===== config.mk =====
export PLATFORM = sky130hd
export DESIGN_NAME = detection_head_box_decode
export DESIGN_NICKNAME = d
export VERILOG_FILES = /design/src/sv/dhbd_pkg.sv /design/src/sv/dhbd_edge.sv /design/src/sv/detection_head_box_decode.sv
export SDC_FILE = /design/constraint.sdc
export NUM_CORES = 2
export LEC_CHECK = 0
export ABC_AREA = 1
export BUFFER_PORTS_ARGS = -buffer_cell sky130_fd_sc_hd__buf_4
export CAP_MARGIN = 5
export CORE_ASPECT_RATIO = 0.8
export CORE_MARGIN = 2
export CORE_UTILIZATION = 48
export CTS_CLUSTER_SIZE = 28
export DETAILED_ROUTE_END_ITERATION = 7
export PLACE_DENSITY = 0.68
export SYNTH_ARGS = -nofsm -noshare
export SYNTH_HDL_FRONTEND = slang
export SYNTH_HIERARCHICAL = 1
export SYNTH_SLANG_ARGS = --single-unit

===== constraint.sdc =====
create_clock -name clk -period 16.47 [get_ports clk]
set_input_delay 0.8235 -clock clk [delete_from_list [all_inputs] [get_ports clk]]
set_output_delay 0.8235 -clock clk [all_outputs]
set_load 0.01 [all_outputs]

===== src/sv/dhbd_pkg.sv =====
// Package for the detection head box decoder: widths, limits, register
// indexes and the configuration record. No dependencies.
`timescale 1ns / 1ps
`default_nettype none

package dhbd_pkg;

  // Sizing of the argmax and the prediction index.
  localparam int MAX_CLASSES     = 128;
  localparam int MAX_PREDICTIONS = 16384;
  localparam int CLS_W           = $clog2(MAX_CLASSES);
  localparam int PRED_W          = $clog2(MAX_PREDICTIONS);

  // Field widths.
  localparam int COORD_W    = 16;
  localparam int SCORE_W    = 16;
  localparam int FRAME_W    = 13;
  localparam int PAD_W      = 11;
  localparam int INV_W      = 20;
  localparam int CLASS_ID_W = 7;
  localparam int PRED_ID_W  = 14;
  localparam int CFG_IDX_W  = 3;
  localparam int CFG_DATA_W = 20;

  localparam int IN_DATA_W  = 4 * COORD_W + SCORE_W;
  localparam int OUT_BITS   = PRED_ID_W + CLASS_ID_W + SCORE_W + 4 * FRAME_W;
  localparam int OUT_DATA_W = ((OUT_BITS + 7) / 8) * 8;

  // Edge in 1/32 pixel: 2*center +/- size - 32*pad fits 19 signed bits.
  localparam int EDGE_W     = 19;
  // Edge times the unsigned Q4.16 scale (zero-extended by one bit to make it signed).
  localparam int PROD_W     = EDGE_W + INV_W + 1;
  localparam int FRAC_SHIFT = 21;
  localparam int WHOLE_W    = PROD_W - FRAC_SHIFT;

  // Request kinds carried on tuser.
  localparam logic CMD_BOX   = 1'b0;
  localparam logic CMD_SCORE = 1'b1;

  typedef enum logic [CFG_IDX_W-1:0] {
    REG_SCORE_THRESHOLD = 3'd0,
    REG_FRAME_WIDTH     = 3'd1,
    REG_FRAME_HEIGHT    = 3'd2,
    REG_PAD_X           = 3'd3,
    REG_PAD_Y           = 3'd4,
    REG_INVERSE_SCALE   = 3'd5
  } reg_index_t;

  typedef struct packed {
    logic [SCORE_W-1:0] score_threshold;
    logic [FRAME_W-1:0] frame_width;
    logic [FRAME_W-1:0] frame_height;
    logic [PAD_W-1:0]   pad_x;
    logic [PAD_W-1:0]   pad_y;
    logic [INV_W-1:0]   inverse_scale;
  } cfg_t;

  localparam cfg_t CFG_RESET = '{
    score_threshold: SCORE_W'(16384),
    frame_width:     FRAME_W'(1920),
    frame_height:    FRAME_W'(1080),
    pad_x:           PAD_W'(0),
    pad_y:           PAD_W'(140),
    inverse_scale:   INV_W'(196608)
  };

endpackage

`default_nettype wire


===== src/sv/dhbd_edge.sv =====
// One box edge: registered multiply by the inverse scale, then floor or
// ceiling to whole pixels and clamp to the frame. Depends on dhbd_pkg.
`timescale 1ns / 1ps
`default_nettype none

module dhbd_edge import dhbd_pkg::*; (
  input  wire logic                     clk,
  input  wire logic                     en,
  input  wire logic signed [EDGE_W-1:0] edge_sub,
  input  wire logic [INV_W-1:0]         inv_scale,
  input  wire logic                     round_up,
  input  wire logic [FRAME_W-1:0]       limit,
  output logic [FRAME_W-1:0]            px
);

  localparam logic [PROD_W-1:0] FRAC_MASK = (PROD_W'(1) << FRAC_SHIFT) - PROD_W'(1);

  logic signed [PROD_W-1:0]  prod;
  logic signed [PROD_W-1:0]  rounded;
  logic signed [WHOLE_W-1:0] whole;
  logic [WHOLE_W-1:0]        limit_ext;

  always_ff @(posedge clk) begin
    if (en) begin
      prod <= PROD_W'($signed(edge_sub) * $signed({1'b0, inv_scale}));
    end
  end

  // Adding all ones below the binary point before the arithmetic shift
  // turns the floor into a ceiling.
  assign rounded   = prod + $signed(round_up ? FRAC_MASK : '0);
  assign whole     = rounded[PROD_W-1:FRAC_SHIFT];
  assign limit_ext = WHOLE_W'(limit);

  always_comb begin
    if (whole[WHOLE_W-1]) begin
      px = '0;
    end else if (whole > $signed(limit_ext)) begin
      px = limit;
    end else begin
      px = whole[FRAME_W-1:0];
    end
  end

endmodule

`default_nettype wire


===== src/sv/detection_head_box_decode.sv =====
// Detection head box decoder: argmax over class scores, letterbox removal,
// scaling to source pixels and clamping. Depends on dhbd_pkg, dhbd_edge.
// Throughput: one input request per cycle, box and score items alike, while m_tready does not stall the output.
// A result for a flagged score item passes the input register, edge register,
// product register and output register on its way to m_tdata.
// Reset (rst, synchronous): pipeline empty, argmax and held box cleared,
// prediction index zero, configuration registers at their default values.
`timescale 1ns / 1ps
`default_nettype none

module detection_head_box_decode import dhbd_pkg::*; (
  input  wire logic                  clk,
  input  wire logic                  rst,
  input  wire logic                  cfg_we,
  input  wire logic [CFG_IDX_W-1:0]  cfg_index,
  input  wire logic [CFG_DATA_W-1:0] cfg_data,
  input  wire logic                  s_tvalid,
  output logic                       s_tready,
  // center_x, center_y, box_w, box_h, class_score
  input  wire logic [IN_DATA_W-1:0]  s_tdata,
  // cmd
  input  wire logic                  s_tuser,
  input  wire logic                  s_tlast,
  output logic                       m_tvalid,
  input  wire logic                  m_tready,
  // prediction_index, class_id, confidence, box_left, box_top, box_right,
  // box_bottom, zero fill
  output logic [OUT_DATA_W-1:0]      m_tdata
);

  cfg_t cfg;

  // Stage 1: input register.
  logic               v1;
  logic               cmd1;
  logic               last1;
  logic [IN_DATA_W-1:0] data1;

  // Prediction state.
  logic signed [COORD_W-1:0] held_cx, held_cy, held_w, held_h;
  logic [SCORE_W-1:0] best_score;
  logic [CLS_W-1:0]   best_class;
  logic [CLS_W-1:0]   class_counter;
  logic               classes_full;
  logic [PRED_W-1:0]  pred_counter;

  // Stage 2: finished prediction with edges in 1/32 pixel.
  logic               v2;
  logic [SCORE_W-1:0] score2;
  logic [CLS_W-1:0]   class2;
  logic [PRED_W-1:0]  pred2;
  logic signed [EDGE_W-1:0] e_left, e_right, e_top, e_bottom;

  // Stage 3: products live in the edge units.
  logic               v3;
  logic [SCORE_W-1:0] score3;
  logic [CLS_W-1:0]   class3;
  logic [PRED_W-1:0]  pred3;
  logic [FRAME_W-1:0] px_left, px_right, px_top, px_bottom;

  logic rdy_out, rdy3, rdy2, rdy1;
  logic step1;
  logic keep;

  logic [SCORE_W-1:0] score_in;
  logic               better;
  logic [SCORE_W-1:0] upd_score;
  logic [CLS_W-1:0]   upd_class;

  // A stage moves when the one after it is empty or moving.
  assign rdy_out  = !m_tvalid || m_tready;
  assign rdy3     = !v3 || rdy_out;
  assign rdy2     = !v2 || rdy3;
  assign rdy1     = !v1 || rdy2;
  assign s_tready = rdy1;
  assign step1    = v1 && rdy2;

  // Configuration.
  always_ff @(posedge clk) begin
    if (rst) begin
      cfg <= CFG_RESET;
    end else if (cfg_we) begin
      unique case (cfg_index)
        REG_SCORE_THRESHOLD: cfg.score_threshold <= cfg_data[SCORE_W-1:0];
        REG_FRAME_WIDTH:     cfg.frame_width     <= cfg_data[FRAME_W-1:0];
        REG_FRAME_HEIGHT:    cfg.frame_height    <= cfg_data[FRAME_W-1:0];
        REG_PAD_X:           cfg.pad_x           <= cfg_data[PAD_W-1:0];
        REG_PAD_Y:           cfg.pad_y           <= cfg_data[PAD_W-1:0];
        REG_INVERSE_SCALE:   cfg.inverse_scale   <= cfg_data[INV_W-1:0];
        default: ;
      endcase
    end
  end

  // Stage 1.
  always_ff @(posedge clk) begin
    if (rst) begin
      v1 <= 1'b0;
    end else if (rdy1) begin
      v1 <= s_tvalid;
    end
  end

  always_ff @(posedge clk) begin
    if (rdy1) begin
      cmd1  <= s_tuser;
      last1 <= s_tlast;
      data1 <= s_tdata;
    end
  end

  // Argmax update. The first class always takes the slot; afterward only a
  // strictly greater score replaces it.
  assign score_in  = data1[4*COORD_W +: SCORE_W];
  assign better    = (class_counter == '0) || (score_in > best_score);
  assign upd_score = (!classes_full && better) ? score_in : best_score;
  assign upd_class = (!classes_full && better) ? class_counter : best_class;

  always_ff @(posedge clk) begin
    if (rst) begin
      held_cx       <= '0;
      held_cy       <= '0;
      held_w        <= '0;
      held_h        <= '0;
      best_score    <= '0;
      best_class    <= '0;
      class_counter <= '0;
      classes_full  <= 1'b0;
      pred_counter  <= '0;
    end else if (step1) begin
      if (cmd1 == CMD_BOX) begin
        held_cx       <= data1[0*COORD_W +: COORD_W];
        held_cy       <= data1[1*COORD_W +: COORD_W];
        held_w        <= data1[2*COORD_W +: COORD_W];
        held_h        <= data1[3*COORD_W +: COORD_W];
        best_score    <= '0;
        best_class    <= '0;
        class_counter <= '0;
        classes_full  <= 1'b0;
      end else if (last1) begin
        best_score    <= '0;
        best_class    <= '0;
        class_counter <= '0;
        classes_full  <= 1'b0;
        if (pred_counter == PRED_W'(MAX_PREDICTIONS - 1)) begin
          pred_counter <= '0;
        end else begin
          pred_counter <= pred_counter + 1'b1;
        end
      end else begin
        best_score <= upd_score;
        best_class <= upd_class;
        if (!classes_full) begin
          if (class_counter == CLS_W'(MAX_CLASSES - 1)) begin
            classes_full <= 1'b1;
          end else begin
            class_counter <= class_counter + 1'b1;
          end
        end
      end
    end
  end

  // Stage 2: only a flagged score item goes on.
  always_ff @(posedge clk) begin
    if (rst) begin
      v2 <= 1'b0;
    end else if (rdy2) begin
      v2 <= v1 && (cmd1 == CMD_SCORE) && last1;
    end
  end

  always_ff @(posedge clk) begin
    if (rdy2) begin
      score2   <= upd_score;
      class2   <= upd_class;
      pred2    <= pred_counter;
      e_left   <= (EDGE_W'(held_cx) <<< 1) - EDGE_W'(held_w)
                  - $signed({3'b000, cfg.pad_x, 5'b00000});
      e_right  <= (EDGE_W'(held_cx) <<< 1) + EDGE_W'(held_w)
                  - $signed({3'b000, cfg.pad_x, 5'b00000});
      e_top    <= (EDGE_W'(held_cy) <<< 1) - EDGE_W'(held_h)
                  - $signed({3'b000, cfg.pad_y, 5'b00000});
      e_bottom <= (EDGE_W'(held_cy) <<< 1) + EDGE_W'(held_h)
                  - $signed({3'b000, cfg.pad_y, 5'b00000});
    end
  end

  // Stage 3.
  always_ff @(posedge clk) begin
    if (rst) begin
      v3 <= 1'b0;
    end else if (rdy3) begin
      v3 <= v2;
    end
  end

  always_ff @(posedge clk) begin
    if (rdy3) begin
      score3 <= score2;
      class3 <= class2;
      pred3  <= pred2;
    end
  end

  dhbd_edge u_left (
    .clk       (clk),
    .en        (rdy3),
    .edge_sub  (e_left),
    .inv_scale (cfg.inverse_scale),
    .round_up  (1'b0),
    .limit     (cfg.frame_width),
    .px        (px_left)
  );

  dhbd_edge u_right (
    .clk       (clk),
    .en        (rdy3),
    .edge_sub  (e_right),
    .inv_scale (cfg.inverse_scale),
    .round_up  (1'b1),
    .limit     (cfg.frame_width),
    .px        (px_right)
  );

  dhbd_edge u_top (
    .clk       (clk),
    .en        (rdy3),
    .edge_sub  (e_top),
    .inv_scale (cfg.inverse_scale),
    .round_up  (1'b0),
    .limit     (cfg.frame_height),
    .px        (px_top)
  );

  dhbd_edge u_bottom (
    .clk       (clk),
    .en        (rdy3),
    .edge_sub  (e_bottom),
    .inv_scale (cfg.inverse_scale),
    .round_up  (1'b1),
    .limit     (cfg.frame_height),
    .px        (px_bottom)
  );

  // Output register: weak or empty boxes are dropped here.
  assign keep = (score3 >= cfg.score_threshold) && (px_right > px_left)
                && (px_bottom > px_top);

  always_ff @(posedge clk) begin
    if (rst) begin
      m_tvalid <= 1'b0;
    end else if (rdy_out) begin
      m_tvalid <= v3 && keep;
    end
  end

  always_ff @(posedge clk) begin
    if (rdy_out) begin
      m_tdata <= OUT_DATA_W'({px_bottom, px_right, px_top, px_left, score3,
                              CLASS_ID_W'(class3), PRED_ID_W'(pred3)});
    end
  end

  // Checks.
  a_out_meets_threshold: assert property (@(posedge clk) disable iff (rst)
    m_tvalid |-> (m_tdata[PRED_ID_W+CLASS_ID_W +: SCORE_W] >= cfg.score_threshold))
    else $error("result below score threshold");

  a_out_box_nonempty: assert property (@(posedge clk) disable iff (rst)
    m_tvalid |-> (m_tdata[PRED_ID_W+CLASS_ID_W+SCORE_W+2*FRAME_W +: FRAME_W]
                  > m_tdata[PRED_ID_W+CLASS_ID_W+SCORE_W +: FRAME_W]))
    else $error("empty box delivered");

  a_out_from_pipe: assert property (@(posedge clk) disable iff (rst)
    $rose(m_tvalid) |-> $past(v3))
    else $error("result without a finished prediction");

  a_full_saturates: assert property (@(posedge clk) disable iff (rst)
    classes_full |-> (class_counter == CLS_W'(MAX_CLASSES - 1)))
    else $error("class counter moved past its limit");

endmodule

`default_nettype wire


==> reports/qor.yml <==
outcome:
  outcome: "complete, no violations"
clock_tree:
  post_cts_buffers: 0
  tritoncts: "done"
  cts.sinks: 678
  cts.clk_slew.worst_paths_ns: 0.07
  ctsHtreeMaxLevel: 3
  cts_buffers: 82
  cts_resized: 0
  root_buffer: "clkbuf_16"
  hold_buffers: 0
  cts_buffer_depth: 3
  worstSkewPairLatency_ns: 0.77
setup_path:
  reg2reg_depth: 21
  critPathKind: "register to register"
  regToRegEndpoint: "u_bottom/prod[32]"
  r2r_setup_slack_ns: 8.90
  startpoint_type: "register"
  crit_arrival_ns: 8.00
  crit_fanout: 46
  timing.rr.start: "cfg[10]"
  crit_path_end_kind: "register"
  cp_data_required_time_ns: 16.90
hold_path:
  min_path_type: "input pin to register"
  min_from: "s_tdata[71]"
  holdPathEnd: "data1[71]"
  hold_depth: 1
routing:
  m1WireLength_um: 109800
  vias_per_cell: 5.172
  drc: 0
  wl_met3_um: 22700
  top_layer_used: "met5"
  antenna_left: 0
  drt_iter0_markers: 5479
  vias: 71052
  firstDrtPassIters: 6
  wl_met2_um: 113300
  drt_wl_total_um: 256800
  wire_per_inst_um: 18.69
floorplan:
  start_util_pct: 48.29
  die_w_um: 489.3
  core_area_um2: 187300
  rows: 142
  die_area_um2: 191900
  ioPinCount: 208
  chipHeight_um: 392.2
timing:
  fmax_mhz: 132.1
  period_minus_slack_ns: 7.572
  slew-limit-headroom_pct: 21.47
  rsz0062_at_grt: "false"
  tightest_slew_ns: 1.170
  final_hold_viol_count: 0
  setup_viol: 0
  period_share_pct: 45.97
  setup_tns_ns: 0
  clock_skew_ns: 0.09397
  final_max_slew_viol_count: 0
run:
  cap_viol_max_count: 0
synthesis:
  synth_cell_types: 65
  ys_seq_area_share_pct: 20.33
  synth_top_area_share_pct: 28.07
  ys_top_cells_by_area: "fa_1 (28%), edfxtp_1 (16%), ha_1 (13%)"
  synth-edff-count: 481
  synthArstFlopShare_pct: 0
  synth_cells: 11090
  synth_area_per_cell_um2: 8.154
  synthFlopType: "edfxtp_1"
  netlist_area_um2: 90430
  synth_area_leader_cell: "fa_1"
  ys_ff_latch: 678
  synth_warnings: 6
finish:
  nets: 13457
  drive_above_1_share_pct: 5.235
  final_cell_mix: "inv_1 (2,872), nand2_1 (2,660), fa_1 (1,268), ha_1 (935), nor2_1 (564)"
  area_delta_synth_final_pct: 7.664
  mostFrequentLayoutCell: "inv_1"
place:
  gp_congestion: 0.9212
  place_hpwl_um: 197800
  numPortBuffers: 200
grt:
  antenna_found_initial: 11
  grt-ovfl-total: 0
  grt_pass1_vias: 73662
  grt_pass1_wl_um: 404700
  track_usage_pct: 27.12
  grt_max_degree: 116
[synthesized netlist by cell type, drive strengths merged, types with 85 or more instances]
master / n
inv: 2888
nand2: 2691
fa: 1268
ha: 935
nor2: 593
edfxtp: 481
a21oi: 474
clkbuf: 315
nand3: 285
o21ai: 277
dfxtp: 197
xor2: 159
xnor2: 85
[final cells by class]
class                   count  area (µm²)
diodes                      6       15.01
clock buffers              91        2107
clock inverters            62       817.0
fillers                 17509       89910
inverters                2891       10860
multi-input cells        7224       59980
flip-flops and latches    678       18420
well taps                2520        3153
repair buffers            267        2004
[sequential cells by signal, summed over array words and instances (netlist names), 40 cells and up]
name,cells
cfg,84
data1,80
m_tdata,89
u_bottom/prod,40
u_left/prod,40
u_right/prod,40
u_top/prod,40
[how the worst max path moves through the flow]
stage                       start                 to
after floorplan            cfg[5]  u_bottom/prod[39]
after global placement    cfg[10]  u_bottom/prod[39]
after detailed placement  cfg[10]  u_bottom/prod[32]
after CTS                 cfg[10]  u_bottom/prod[32]
after global routing      cfg[10]  u_bottom/prod[32]
final                     cfg[10]  u_bottom/prod[32]
[routing by layer]
| layer | up-vias | GRT usage [%] |
|---|---|---|
| met5 | - | 0 |
| met4 | 4 | 10.58 |
| met3 | 480 | 5.614 |
| met2 | 2917 | 42.13 |
| met1 | 34558 | 37.21 |
| li1 | 33093 | - |
[logic make-up (layout without fill, tap and decap cells)]
kind of cell               Yosys count  in the layout  share of synthesized area [%]
AOI/OAI and AO/OA                  899            899                          5.420
xor gates and xnor gates           244            244                          2.384
adders and majority gates         2203           2203                          41.01
buffers and inverters             3283           3311                          13.77
DFF                                678            678                          20.33
other                                2            103                       0.008305
and+or+nand+nor                   3781           3781                          17.08
[critical path: stages (launching register included)]
cell     delay, ns
dfxtp_2       0.88
buf_4         0.70
nand2_1       0.20
fa_1          0.59
inv_1         0.06
fa_1          0.52
fa_1          0.44
fa_1          0.53
fa_1          0.55
inv_1         0.06
fa_1          0.53
inv_1         0.04
ha_1          0.29
ha_1          0.39
nand2_1       0.16
nor2_1        0.16
inv_1         0.05
nor2_1        0.20
nand4_1       0.10
o21ai_0       0.42
a21oi_1       0.15
xnor2_1       0.15
[through the flow]
| stage | instance area (µm²) | utilization (%) | hold WS, ns | instances | setup slack [ns] |
|---|---|---|---|---|---|
| 2_1_floorplan | 90790 | - | 0.4003 | 11185 | 10.24 |
| 3_3_place_gp | 94420 | 50.42 | 0.4004 | 13580 | 9.172 |
| 3_5_place_dp | 94420 | 50.42 | 0.4045 | 13580 | 9.061 |
| 4_1_cts | 97340 | 51.98 | 0.1937 | 13733 | 8.970 |
| 5_1_grt | 97340 | 51.98 | 0.2087 | 13733 | 8.510 |
| 6_report | 97360 | 51.99 | 0.2437 | 13739 | 8.898 |
Power is not shown: default switching activity piles up to over one toggle a cycle in this logic, so the estimate is an artifact.
